<file path="src/hw/rtl/gcode_word_tokenizer_top_macros.svh">
// Assertion macros shared by the tokenizer's checking code.
`ifndef GCODE_WORD_TOKENIZER_TOP_MACROS_SVH
`define GCODE_WORD_TOKENIZER_TOP_MACROS_SVH

// Checks that a condition implies a consequence on the same clock edge.
`define GWT_ASSERT_SAME(label, cond, cons, msg) \
  label: assert property (@(posedge clk) disable iff (rst) (cond) |-> (cons)) \
    else $error(msg);

// Checks that a condition implies a consequence on the next clock edge.
`define GWT_ASSERT_NEXT(label, cond, cons, msg) \
  label: assert property (@(posedge clk) disable iff (rst) (cond) |=> (cons)) \
    else $error(msg);

`endif

</file>
<file path="src/hw/rtl/gwt_pkg.sv">
// Types, character codes and constants of the G-code word tokenizer.
`default_nettype none

package gwt_pkg;

  typedef struct packed {
    logic       cmd;
    logic [7:0] char_code;
  } gwt_in_t;

  typedef struct packed {
    logic              word_valid;
    logic [6:0]        word_letter;
    logic signed [31:0] int_value;
    logic signed [47:0] fixed_value;
    logic              is_command;
    logic              line_end;
  } gwt_res_t;

  typedef enum logic [1:0] {
    MODE_BETWEEN,
    MODE_BODY,
    MODE_SKIP,
    MODE_COMMENT
  } scan_mode_t;

  localparam logic CMD_CHAR = 1'b0;
  localparam logic CMD_EOL  = 1'b1;

  localparam logic [7:0] CH_TAB   = 8'd9;
  localparam logic [7:0] CH_CR    = 8'd13;
  localparam logic [7:0] CH_SPACE = 8'd32;
  localparam logic [7:0] CH_PLUS  = 8'd43;
  localparam logic [7:0] CH_MINUS = 8'd45;
  localparam logic [7:0] CH_POINT = 8'd46;
  localparam logic [7:0] CH_0     = 8'd48;
  localparam logic [7:0] CH_9     = 8'd57;
  localparam logic [7:0] CH_SEMI  = 8'd59;
  localparam logic [7:0] CH_UA    = 8'd65;
  localparam logic [7:0] CH_UN    = 8'd78;
  localparam logic [7:0] CH_UZ    = 8'd90;
  localparam logic [7:0] CH_LA    = 8'd97;
  localparam logic [7:0] CH_LZ    = 8'd122;
  localparam logic [7:0] CASE_GAP = 8'd32;

  localparam logic [31:0] INT_CAP = 32'h8000_0000;
  localparam logic [31:0] INT_MAX = 32'h7FFF_FFFF;
  localparam logic [47:0] FIX_CAP = 48'h8000_0000_0000;
  localparam logic [47:0] FIX_MAX = 48'h7FFF_FFFF_FFFF;

  // Powers of ten for the fraction scale; large enough for six digits.
  function automatic logic [19:0] pow10(input logic [2:0] k);
    logic [19:0] p;
    unique case (k)
      3'd0:    p = 20'd1;
      3'd1:    p = 20'd10;
      3'd2:    p = 20'd100;
      3'd3:    p = 20'd1000;
      3'd4:    p = 20'd10000;
      3'd5:    p = 20'd100000;
      3'd6:    p = 20'd1000000;
      default: p = 20'd0;
    endcase
    return p;
  endfunction

endpackage

`default_nettype wire

</file>
<file path="src/hw/rtl/gwt_in_stage.sv">
// Input register that holds one incoming beat until the scanner takes it.
`default_nettype none

module gwt_in_stage
  import gwt_pkg::*;
(
  input  wire logic    clk,
  input  wire logic    rst,
  input  wire logic    src_valid,
  output logic         src_stall,
  input  wire gwt_in_t src_data,
  input  wire logic    out_free,
  output logic         take,
  output gwt_in_t      item
);

  logic full;
  logic accept;

  assign take      = full && out_free;
  assign src_stall = full && !out_free;
  assign accept    = src_valid && !src_stall;

  always_ff @(posedge clk) begin
    if (rst) begin
      full <= 1'b0;
    end else if (accept) begin
      full <= 1'b1;
    end else if (take) begin
      full <= 1'b0;
    end
  end

  always_ff @(posedge clk) begin
    if (accept) begin
      item <= src_data;
    end
  end

endmodule

`default_nettype wire

</file>
<file path="src/hw/rtl/gwt_scan.sv">
// Word scanner: line state, number accumulation and result formation.
`default_nettype none

module gwt_scan
  import gwt_pkg::*;
#(
  parameter int FRAC_DIGITS = 4
) (
  input  wire logic    clk,
  input  wire logic    rst,
  input  wire logic    take,
  input  wire gwt_in_t item,
  output logic         res_fire,
  output gwt_res_t     res
);

  localparam logic [2:0]  FRAC    = 3'(FRAC_DIGITS);
  localparam logic [19:0] POW_INT = pow10(FRAC);

  scan_mode_t  mode, mode_next;
  logic [4:0]  held_letter, held_letter_next;
  logic        body_seen, body_seen_next;
  logic        lead_done, lead_done_next;
  logic        negative, negative_next;
  logic [31:0] int_mag, int_mag_next;
  logic        int_stopped, int_stopped_next;
  logic [47:0] fix_mag, fix_mag_next;
  logic        point_seen, point_seen_next;
  logic [2:0]  frac_count, frac_count_next;
  logic        fix_stopped, fix_stopped_next;
  logic        cmd_taken, cmd_taken_next;

  logic [7:0]  c;
  logic [7:0]  up;
  logic        letter_ok;
  logic        is_digit;
  logic [3:0]  digit_val;
  logic [2:0]  count_inc;
  logic [35:0] int_wide;
  logic [31:0] int_acc;
  logic [23:0] int_term;
  logic [23:0] frac_term;
  logic [51:0] fix_int_wide;
  logic [51:0] fix_frac_wide;
  logic [47:0] fix_int_acc;
  logic [47:0] fix_frac_acc;
  logic        clear_word;
  logic        load_letter;
  logic        body_byte;
  logic        word_out;
  logic [31:0] int_out;
  logic [47:0] fix_out;

  assign c         = item.char_code;
  assign up        = (c >= CH_LA && c <= CH_LZ) ? c - CASE_GAP : c;
  assign letter_ok = up >= CH_UA && up <= CH_UZ && up != CH_UN;
  assign is_digit  = c >= CH_0 && c <= CH_9;
  assign digit_val = is_digit ? c[3:0] : 4'd0;
  assign count_inc = frac_count + 3'd1;

  // Multiply by ten as two shifts, then add the new digit.
  assign int_wide = ({4'b0, int_mag} << 3) + ({4'b0, int_mag} << 1) + 36'(digit_val);
  assign int_acc  = (int_wide > 36'(INT_CAP)) ? INT_CAP : int_wide[31:0];

  assign int_term     = 24'(digit_val) * 24'(POW_INT);
  assign frac_term    = 24'(digit_val) * 24'(pow10(FRAC - count_inc));
  assign fix_int_wide = ({4'b0, fix_mag} << 3) + ({4'b0, fix_mag} << 1) + 52'(int_term);
  assign fix_frac_wide = {4'b0, fix_mag} + 52'(frac_term);
  assign fix_int_acc  = (fix_int_wide > 52'(FIX_CAP)) ? FIX_CAP : fix_int_wide[47:0];
  assign fix_frac_acc = (fix_frac_wide > 52'(FIX_CAP)) ? FIX_CAP : fix_frac_wide[47:0];

  always_comb begin
    clear_word  = 1'b0;
    load_letter = 1'b0;
    body_byte   = 1'b0;
    mode_next      = mode;
    cmd_taken_next = cmd_taken;
    if (take) begin
      if (item.cmd == CMD_EOL) begin
        mode_next      = MODE_BETWEEN;
        cmd_taken_next = 1'b0;
        clear_word     = 1'b1;
      end else begin
        unique case (mode)
          MODE_BETWEEN: begin
            if (c == CH_SPACE) begin
              mode_next = MODE_BETWEEN;
            end else if (c == CH_SEMI) begin
              mode_next = MODE_COMMENT;
            end else if (!letter_ok) begin
              mode_next = MODE_SKIP;
            end else begin
              clear_word  = 1'b1;
              load_letter = 1'b1;
              mode_next   = MODE_BODY;
            end
          end
          MODE_BODY: begin
            if (c == CH_SPACE) begin
              cmd_taken_next = 1'b1;
              clear_word     = 1'b1;
              mode_next      = MODE_BETWEEN;
            end else begin
              body_byte = 1'b1;
            end
          end
          MODE_SKIP: begin
            if (c == CH_SPACE) begin
              mode_next = MODE_BETWEEN;
            end
          end
          MODE_COMMENT: begin
            mode_next = MODE_COMMENT;
          end
          default: begin
            mode_next = MODE_BETWEEN;
          end
        endcase
      end
    end
  end

  always_comb begin
    held_letter_next = held_letter;
    body_seen_next   = body_seen;
    lead_done_next   = lead_done;
    negative_next    = negative;
    int_mag_next     = int_mag;
    int_stopped_next = int_stopped;
    fix_mag_next     = fix_mag;
    point_seen_next  = point_seen;
    frac_count_next  = frac_count;
    fix_stopped_next = fix_stopped;
    if (clear_word) begin
      held_letter_next = 5'd0;
      body_seen_next   = 1'b0;
      lead_done_next   = 1'b0;
      negative_next    = 1'b0;
      int_mag_next     = 32'd0;
      int_stopped_next = 1'b0;
      fix_mag_next     = 48'd0;
      point_seen_next  = 1'b0;
      frac_count_next  = 3'd0;
      fix_stopped_next = 1'b0;
    end
    if (load_letter) begin
      held_letter_next = 5'(up - CH_UA);
    end
    if (body_byte) begin
      body_seen_next = 1'b1;
      priority if (!lead_done && c >= CH_TAB && c <= CH_CR) begin
        lead_done_next = 1'b0;
      end else if (!lead_done && (c == CH_PLUS || c == CH_MINUS)) begin
        lead_done_next = 1'b1;
        negative_next  = (c == CH_MINUS);
      end else begin
        lead_done_next = 1'b1;
        if (!int_stopped) begin
          if (is_digit) begin
            int_mag_next = int_acc;
          end else begin
            int_stopped_next = 1'b1;
          end
        end
        if (!fix_stopped) begin
          priority if (is_digit && !point_seen) begin
            fix_mag_next = fix_int_acc;
          end else if (is_digit) begin
            // Digits beyond the scale are dropped, which truncates the value.
            if (frac_count < FRAC) begin
              frac_count_next = count_inc;
              fix_mag_next    = fix_frac_acc;
            end
          end else if (c == CH_POINT && !point_seen) begin
            point_seen_next = 1'b1;
          end else begin
            fix_stopped_next = 1'b1;
          end
        end
      end
    end
  end

  assign res_fire = take && ((item.cmd == CMD_EOL) ||
                             (mode == MODE_BODY && c == CH_SPACE));
  assign word_out = (mode == MODE_BODY) && ((item.cmd == CMD_CHAR) || body_seen);
  assign int_out  = negative ? (32'd0 - int_mag) :
                    ((int_mag > INT_MAX) ? INT_MAX : int_mag);
  assign fix_out  = negative ? (48'd0 - fix_mag) :
                    ((fix_mag > FIX_MAX) ? FIX_MAX : fix_mag);

  always_comb begin
    res            = '0;
    res.line_end   = item.cmd;
    if (word_out) begin
      res.word_valid  = 1'b1;
      res.word_letter = CH_UA[6:0] + 7'(held_letter);
      res.int_value   = $signed(int_out);
      res.fixed_value = $signed(fix_out);
      res.is_command  = !cmd_taken;
    end
  end

  always_ff @(posedge clk) begin
    if (rst) begin
      mode        <= MODE_BETWEEN;
      held_letter <= 5'd0;
      body_seen   <= 1'b0;
      lead_done   <= 1'b0;
      negative    <= 1'b0;
      int_mag     <= 32'd0;
      int_stopped <= 1'b0;
      fix_mag     <= 48'd0;
      point_seen  <= 1'b0;
      frac_count  <= 3'd0;
      fix_stopped <= 1'b0;
      cmd_taken   <= 1'b0;
    end else begin
      mode        <= mode_next;
      held_letter <= held_letter_next;
      body_seen   <= body_seen_next;
      lead_done   <= lead_done_next;
      negative    <= negative_next;
      int_mag     <= int_mag_next;
      int_stopped <= int_stopped_next;
      fix_mag     <= fix_mag_next;
      point_seen  <= point_seen_next;
      frac_count  <= frac_count_next;
      fix_stopped <= fix_stopped_next;
      cmd_taken   <= cmd_taken_next;
    end
  end

endmodule

`default_nettype wire

</file>
<file path="src/hw/rtl/gwt_out_stage.sv">
// Result register that holds one result beat until the consumer takes it.
`default_nettype none

module gwt_out_stage
  import gwt_pkg::*;
(
  input  wire logic     clk,
  input  wire logic     rst,
  input  wire logic     res_fire,
  input  wire gwt_res_t res,
  output logic          out_free,
  output logic          res_valid,
  input  wire logic     res_stall,
  output gwt_res_t      res_data
);

  assign out_free = !(res_valid && res_stall);

  always_ff @(posedge clk) begin
    if (rst) begin
      res_valid <= 1'b0;
    end else if (res_fire) begin
      res_valid <= 1'b1;
    end else if (!res_stall) begin
      res_valid <= 1'b0;
    end
  end

  always_ff @(posedge clk) begin
    if (res_fire) begin
      res_data <= res;
    end
  end

endmodule

`default_nettype wire

</file>
<file path="src/hw/rtl/gcode_word_tokenizer_top.sv">
// Top level of the G-code word tokenizer.
`default_nettype none

// Takes one beat per cycle on the source channel: a line character or an
// end-of-line marker. Each beat passes an input register and is scanned, once the
// scanner takes it, by the word state and the multiply-by-ten accumulators.
// A result, if the beat causes one, lands in the result register at the end of
// the cycle in which its beat is scanned.
// The sustained rate is one beat per cycle; while a result waits under stall,
// the scanner holds and the source is stalled once the input register fills.
// A space ends a word with line_end 0; every end-of-line beat gives exactly
// one result, a word if a letter had a body, otherwise a bare end marker.
module gcode_word_tokenizer_top
  import gwt_pkg::*;
#(
  parameter int FRAC_DIGITS = 4
) (
  input  wire logic    clk,
  input  wire logic    rst,
  input  wire logic    src_valid,
  output logic         src_stall,
  input  wire gwt_in_t src_data,
  output logic         res_valid,
  input  wire logic    res_stall,
  output gwt_res_t     res_data
);

  `include "gcode_word_tokenizer_top_macros.svh"

  logic     out_free;
  logic     take;
  gwt_in_t  item;
  logic     res_fire;
  gwt_res_t res;

  gwt_in_stage u_in (
    .clk       (clk),
    .rst       (rst),
    .src_valid (src_valid),
    .src_stall (src_stall),
    .src_data  (src_data),
    .out_free  (out_free),
    .take      (take),
    .item      (item)
  );

  gwt_scan #(
    .FRAC_DIGITS (FRAC_DIGITS)
  ) u_scan (
    .clk      (clk),
    .rst      (rst),
    .take     (take),
    .item     (item),
    .res_fire (res_fire),
    .res      (res)
  );

  gwt_out_stage u_out (
    .clk       (clk),
    .rst       (rst),
    .res_fire  (res_fire),
    .res       (res),
    .out_free  (out_free),
    .res_valid (res_valid),
    .res_stall (res_stall),
    .res_data  (res_data)
  );

  `GWT_ASSERT_SAME(a_bare_is_line_end, res_valid && !res_data.word_valid,
    res_data.line_end, "bare result without line end")

  `GWT_ASSERT_SAME(a_letter_range, res_valid && res_data.word_valid,
    res_data.word_letter >= CH_UA[6:0] && res_data.word_letter <= CH_UZ[6:0],
    "word letter outside A to Z")

  `GWT_ASSERT_SAME(a_sign_agrees, res_valid && res_data.word_valid && res_data.int_value[31],
    res_data.fixed_value[47], "negative integer with nonnegative fixed value")

  `GWT_ASSERT_NEXT(a_fire_loads, res_fire, res_valid, "result fired but not held")

endmodule

`default_nettype wire

</file>
<file path="config.mk">
export PLATFORM = sky130hd
export DESIGN_NAME = gcode_word_tokenizer_top
export DESIGN_NICKNAME = d
export VERILOG_FILES = /design/src/hw/rtl/gwt_pkg.sv /design/src/hw/rtl/gwt_in_stage.sv /design/src/hw/rtl/gwt_scan.sv /design/src/hw/rtl/gwt_out_stage.sv /design/src/hw/rtl/gcode_word_tokenizer_top.sv
export VERILOG_INCLUDE_DIRS = /design/src /design/src/hw/rtl
export SDC_FILE = /design/constraint.sdc
export NUM_CORES = 1
export LEC_CHECK = 0
export BUFFER_PORTS_ARGS = -buffer_cell sky130_fd_sc_hd__clkbuf_2
export CORE_UTILIZATION = 50
export CTS_BUF_LIST = sky130_fd_sc_hd__clkbuf_4
export CTS_CLUSTER_DIAMETER = 150
export CTS_CLUSTER_SIZE = 40
export DETAILED_ROUTE_END_ITERATION = 8
export GPL_ROUTABILITY_DRIVEN = 0
export PLACE_DENSITY = 0.67
export SLEW_MARGIN = 20
export SYNTH_ARGS = -nofsm -noshare
export SYNTH_HDL_FRONTEND = slang
export SYNTH_SLANG_ARGS = --single-unit
</file>
<file path="constraint.sdc">
create_clock -name clk -period 9.7 [get_ports clk]
set_clock_uncertainty 0.1 [all_clocks]
set_input_delay 1.94 -clock clk [delete_from_list [all_inputs] [get_ports clk]]
set_output_delay 1.94 -clock clk [all_outputs]
set_load 0.01 [all_outputs]
</file>
==> flow_summary.yaml, run 1 <==
clock_network:
  ctsResizeCount: 0
  cts-root-buf: "clkbuf_4"
  htreeDepth: 4
  clock_latency_ps: 720
  cts_buffer_depth: 2
  clkSlewWorstSetupHoldPaths_ps: 190
  postCtsSetupBuffers: 0
  cts-hold-fix-buffers: 0
  cts_num_sinks: 198
  cts_tree: "built"
  cts_buffers: 17
logic_synthesis:
  synth_cell_types: 96
  netlist_area_sq_um: 20800
  yosys.area.top_type: "edfxtp_1"
  ys_seq_area_share_pct: 23.9
  avgSynthCellArea_sq_um: 8.14
  synthArstFlopShare_pct: 0
  synth_edf_count: 99
  syn_inst: 2552
  synth_seq_cells: 198
  synth_area_leaders: "edfxtp_1 14%, ha_1 13%, dfxtp_1 9.5%"
  synth_top_area_share_pct: 14.3
  yosysWarningCount: 0
  synth_top_flop_cell: "edfxtp_1"
  synthesis.nets: 2848
sta:
  worst-slew-pin-transition_ps: 1050
  slew_headroom_pct: 29.4
  hold_violations: 0
  worst_hold_slack_ps: 403
  setup_violations: 0
  post-route-period-util_pct: 92.1
  rsz0062_at_grt: "false"
  timing.fmax_ghz: 0.112
  fin_tns_setup_ps: 0
  layout_min_cycle_time_ps: 8940
  drv_slew: 0
grt:
  antenna_found_initial: 3
  grt_usage_pct: 30.1
  grt_max_degree: 52
  grt_overflow_total: 0
  grt_pass1_wl_um: 101000
  grt_pass1_vias: 18500
worst_setup_path:
  worstSetupPathType: "reg2reg"
  startpoint_type: "flop"
  critical_path.max_fanout: 16
  critPathLaunch: "u_in.item[5]$_DFFE_PP_"
  cp-end-kind: "flop"
  worstPathRequired_ps: 10230
  reg2reg_from: "u_in.item[5]$_DFFE_PP_"
  r2r_slack_ps: 760
  critPathMaxStageDelay_ps: 740
  slowest_stage: "a211oi_2"
  crit_chain: "inv_1, or3_1, a211oi_2, nand2_1, nor2_1, inv_1, fa_1, inv_1, fa_1, fa_1, ha_1, o21ai_0, nor2_1, a2111oi_2, o311ai_1, a31oi_1, buf_4, mux2i_1, or4_1, or4_4, o31ai_4, buf_4, a32oi_1, o21ai_1"
  arrival_ps: 9470
route:
  routedWlPerCell_um: 20.7
  antenna_left: 0
  vias_per_cell: 6.43
  route.detailed.drc: 0
  drt_iter0_markers: 1895
  wl_um: 64300
  num_vias: 20000
  dr.pass1.iters: 7
final_layout:
  nets: 2864
  finalInstanceArea_sq_um: 22000
  drive_above_1_share_pct: 8.52
  layout_common_cells: "229 x nor2_1, 221 x nand2_1, 216 x ha_1"
  n_fill_cell: 3888
  syn2layout_area_growth_pct: 5.98
  finish.utilization_pct: 53.8
  final_common_cell: "nor2_1"
min_path:
  min_path_type: "reg2reg"
  hold_path.startpoint: "u_scan.body_seen$_SDFFE_PP0P_"
job:
  cap_violations: 0
die:
  core_area_sq_um: 40900
  start_util_pct: 50.7
  die_x_um: 206
  fp-row-count: 74
  die_area_sq_um: 42400
  io_pins: 105
  die_y_um: 206
power_and_ir_drop:
  p_total_uw: 1480
  powerDensity_nw_per_um2: 67.4
  ir_drop_v: 0.0000653
  leakage_uw: 0.00985
place:
  io_buffers: 104
  dp_hpwl_um: 50800
  post_dp_cell_area_sq_um: 21700
run_status:
  outcome: "complete, no violations"
## cell usage after synthesis, types with 57 or more instances
| cell | instances |
|---|---|
| nand2_1 | 221 |
| nand3_1 | 58 |
| xor2_1 | 57 |
| dfxtp_1 | 99 |
| o21ai_0 | 135 |
| ha_1 | 216 |
| inv_1 | 178 |
| edfxtp_1 | 99 |
| a21oi_1 | 211 |
| xnor2_1 | 69 |
| nor2_1 | 230 |
| clkbuf_1 | 102 |
| nand4_1 | 59 |
| nor3_1 | 81 |
| fa_1 | 67 |
## layer usage
layer	GRT usage [%]	routed length [um]	vias to the layer above
met2	48.1	29000	841
li1	-	-	9467
met1	42.0	28600	9584
met5	0	0	-
met4	9.85	1900	0
met3	3.67	4830	142
## cell type report
type	instances	area, sq um	share of cell area [%]
antenna	2	5.00	0.0227
timing repair buffer	132	731	3.32
multi-input combinational	2037	14600	66.5
clock inverter	15	211	0.961
sequential	198	4960	22.5
tap	532	666	3.02
clock buffer	17	128	0.580
inverter	182	683	3.10
## stage by stage
stage | setup slack, ps | instances
global placement | 1310 | 3081
finish | 762 | 3115
detailed placement | 946 | 3081
global route | 67.0 | 3115
CTS | 883 | 3113
floorplan | 2170 | 2552
## path summary, 6_finish.rpt
kind	end	depth (start not counted)
min reg2reg	u_scan.body_seen$_SDFFE_PP0P_	2
max reg2reg	u_scan.fix_mag[24]$_SDFF_PP0_	24
min	u_scan.body_seen$_SDFFE_PP0P_	2
max	u_scan.fix_mag[24]$_SDFF_PP0_	24
## power by group
part	internal, uW	leakage, uW	switching (uW)	total [uW]
Clock	149	0.000172	358	506
Combinational	25.9	0.00786	60.2	86.1
Sequential	884	0.00181	7.03	891
## sequential cells by signal (all words and copies together) (netlist names), 2 cells and up
register	cells
u_in.item	9
u_out.res_data	90
u_scan.fix_mag	48
u_scan.frac_count	3
u_scan.held_letter	5
u_scan.int_mag	32
u_scan.mode	2
## logic make-up (layout without fill, tap and decap cells)
family          after synthesis  after routing  synth area share, %
compound gates              754            754                 24.5
simple gates                862            862                 20.4
xor+xnor                    126            126                 5.31
mux                          11             11                0.560
flops                       198            198                 23.9
fa+ha+maj                   283            283                 19.5
buf+inv                     317            346                 5.93
other cells                   1              3               0.0181
## worst max-delay path: cells and delay by family, from the launching register on
family	cells	cell delay [ps]
mux	1	110
compound gates	8	2510
buf+inv	5	900
fa+ha+maj	4	2020
flops	1	480
simple gates	6	2750
Power figures use the tool's default switching activity.
==> run 2, diff against run 1 <==
- CORE_ASPECT_RATIO: not set -> 1.25
==> flow_summary.yaml, run 2 (synthesis results as in run 1) <==
clock_network:
  cts-hold-fix-buffers: 0
  cts-root-buf: "clkbuf_4"
  cts_tree: "built"
  postCtsSetupBuffers: 0
  clock_latency_ps: 690
  cts_buffers: 17
  cts_num_sinks: 198
  clkSlewWorstSetupHoldPaths_ps: 180
  cts_buffer_depth: 2
  htreeDepth: 4
  ctsResizeCount: 0
route:
  dr.pass1.iters: 5
  routedWlPerCell_um: 20.2
  wl_um: 63300
  drt_iter0_markers: 1898
  vias_per_cell: 6.38
  num_vias: 20000
  route.detailed.drc: 0
  antenna_left: 0
final_layout:
  n_fill_cell: 3863
  layout_common_cells: "229 x nor2_1, 220 x nand2_1, 216 x ha_1"
  reg.largest.list: "u_out.res_data (90), u_scan.fix_mag (48), u_scan.int_mag (32)"
  nets: 2864
  regArea_sq_um: 4960
  largest_reg_flops: 90
  regMostFlops: "u_out.res_data"
  final_common_cell: "nor2_1"
  drive_above_1_share_pct: 8.49
  multiInputGateArea_sq_um: 14600
  syn2layout_area_growth_pct: 5.73
worst_setup_path:
  startpoint_type: "flop"
  arrival_ps: 9250
  worstSetupPathType: "reg2reg"
  cp-end-kind: "flop"
  critical_path.max_fanout: 16
  reg2reg_from: "u_in.item[0]$_DFFE_PP_"
  critPathCapture: "u_scan.fix_mag[39]$_SDFF_PP0_"
  worstPathRequired_ps: 10160
  r2r_slack_ps: 910
  r2r-end: "u_scan.fix_mag[39]$_SDFF_PP0_"
  critPathMaxStageDelay_ps: 770
  critPathLaunch: "u_in.item[0]$_DFFE_PP_"
  timing.reg2reg.worst_path_depth: 34
  crit_top_cell: "ha_1"
  slowest_stage: "nor4_1"
grt:
  grt_max_degree: 77
  grt_usage_pct: 29.9
  grt_overflow_total: 0
  grt_pass1_vias: 19300
  grt_pass1_wl_um: 101000
  antenna_found_initial: 1
run_status:
  outcome: "complete, no violations"
sta:
  layout_min_cycle_time_ps: 8790
  setup_violations: 0
  rsz0062_at_grt: "false"
  worst-slew-pin-transition_ps: 1150
  timing.fmax_ghz: 0.114
  slew_headroom_pct: 23.5
  fin_tns_setup_ps: 0
  post-route-period-util_pct: 90.6
  drv_slew: 0
  hold_violations: 0
  fin_ws_ps: 911
min_path:
  hold_path.startpoint: "u_scan.body_seen$_SDFFE_PP0P_"
  min_path_type: "reg2reg"
die:
  start_util_pct: 50.6
  die_y_um: 230
  die_area_sq_um: 42400
  die_x_um: 184
  io_pins: 105
  core_area_sq_um: 41000
  fp-row-count: 83
power_and_ir_drop:
  power_frac_clock_pct: 31.5
  power_frac_comb_pct: 6.0
  internal-power_uw: 1020
  ir_drop_v: 0.0000579
  powerDensity_nw_per_um2: 64.9
  p_sw_uw: 401
  leakage_uw: 0.00982
  p_seq_share_pct: 62.5
  switching_share_pct: 28.2
place:
  dp_hpwl_um: 50000
  dpl_worst_slack_ps: 1130
  io_buffers: 104
job:
  cap_violations: 0
==> run 2: changes by cell type in the layout (fill, tap and decap cells not counted), sizes merged <==
cell / delta
clkinv: -4
diode: -1
inv: +5
bufinv: -1
==> run 2: power groups by stage <==
stage               logic, uW  registers [uW]  clock network [uW]
finish                   85.8             891                 448
global route             95.0             893                 476
CTS                      84.8             891                 458
detailed placement       84.4             909                   0
global placement         83.4             909                   0
floorplan                52.0             911                   0
==> run 2: metrics by stage <==
step	cells	cell area, sq um	hold slack, ps	total power [uW]	utilization (%)
4_1_cts	3133	21900	415	1430	53.5
3_5_place_dp	3101	21700	393	994	52.9
2_1_floorplan	2552	20800	333	963	-
6_report	3134	22000	409	1430	53.5
5_1_grt	3134	22000	436	1460	53.5
3_3_place_gp	3101	21700	380	992	52.9
==> run 2: area by class of cell <==
type                            instances  share of cell area, %
Timing Repair Buffer                  132                   3.33
Clock inverter                         15                  0.610
Clock buffer                           17                  0.581
Antenna cell                            1                 0.0114
Tap cell                              552                   3.15
Inverter                              182                   3.11
Multi-Input combinational cell       2037                   66.6
Sequential cell                       198                   22.6
==> run 2: worst max-delay path: cells and delay by family (launching register included) <==
family                     cells  cell delay [ps]
and+or+nand+nor                8             1790
xor gates and xnor gates       1              120
AOI/OAI and AO/OA             10             2530
buffers and inverters          8             1410
DFF                            1              560
adders and majority gates      7             2130
==> run 2: worst min path at each step <==
stage	to	slack, ps	cells past startpoint
2_1_floorplan	u_scan.body_seen$_SDFFE_PP0P_	330	2
3_3_place_gp	u_scan.body_seen$_SDFFE_PP0P_	380	2
3_5_place_dp	u_scan.body_seen$_SDFFE_PP0P_	390	2
4_1_cts	u_scan.body_seen$_SDFFE_PP0P_	420	2
5_1_grt	u_scan.mode[0]$_SDFFE_PP0P_	440	2
6_report	u_scan.body_seen$_SDFFE_PP0P_	410	2
==> run 2: per-layer routing <==
layer,track usage (%),vias to the layer above,part of all wire (%)
li1,-,9469,-
met1,35.6,9502,39
met2,52.7,829,50
met3,3.37,183,6.0
met4,15.3,0,4.9
met5,0,-,0
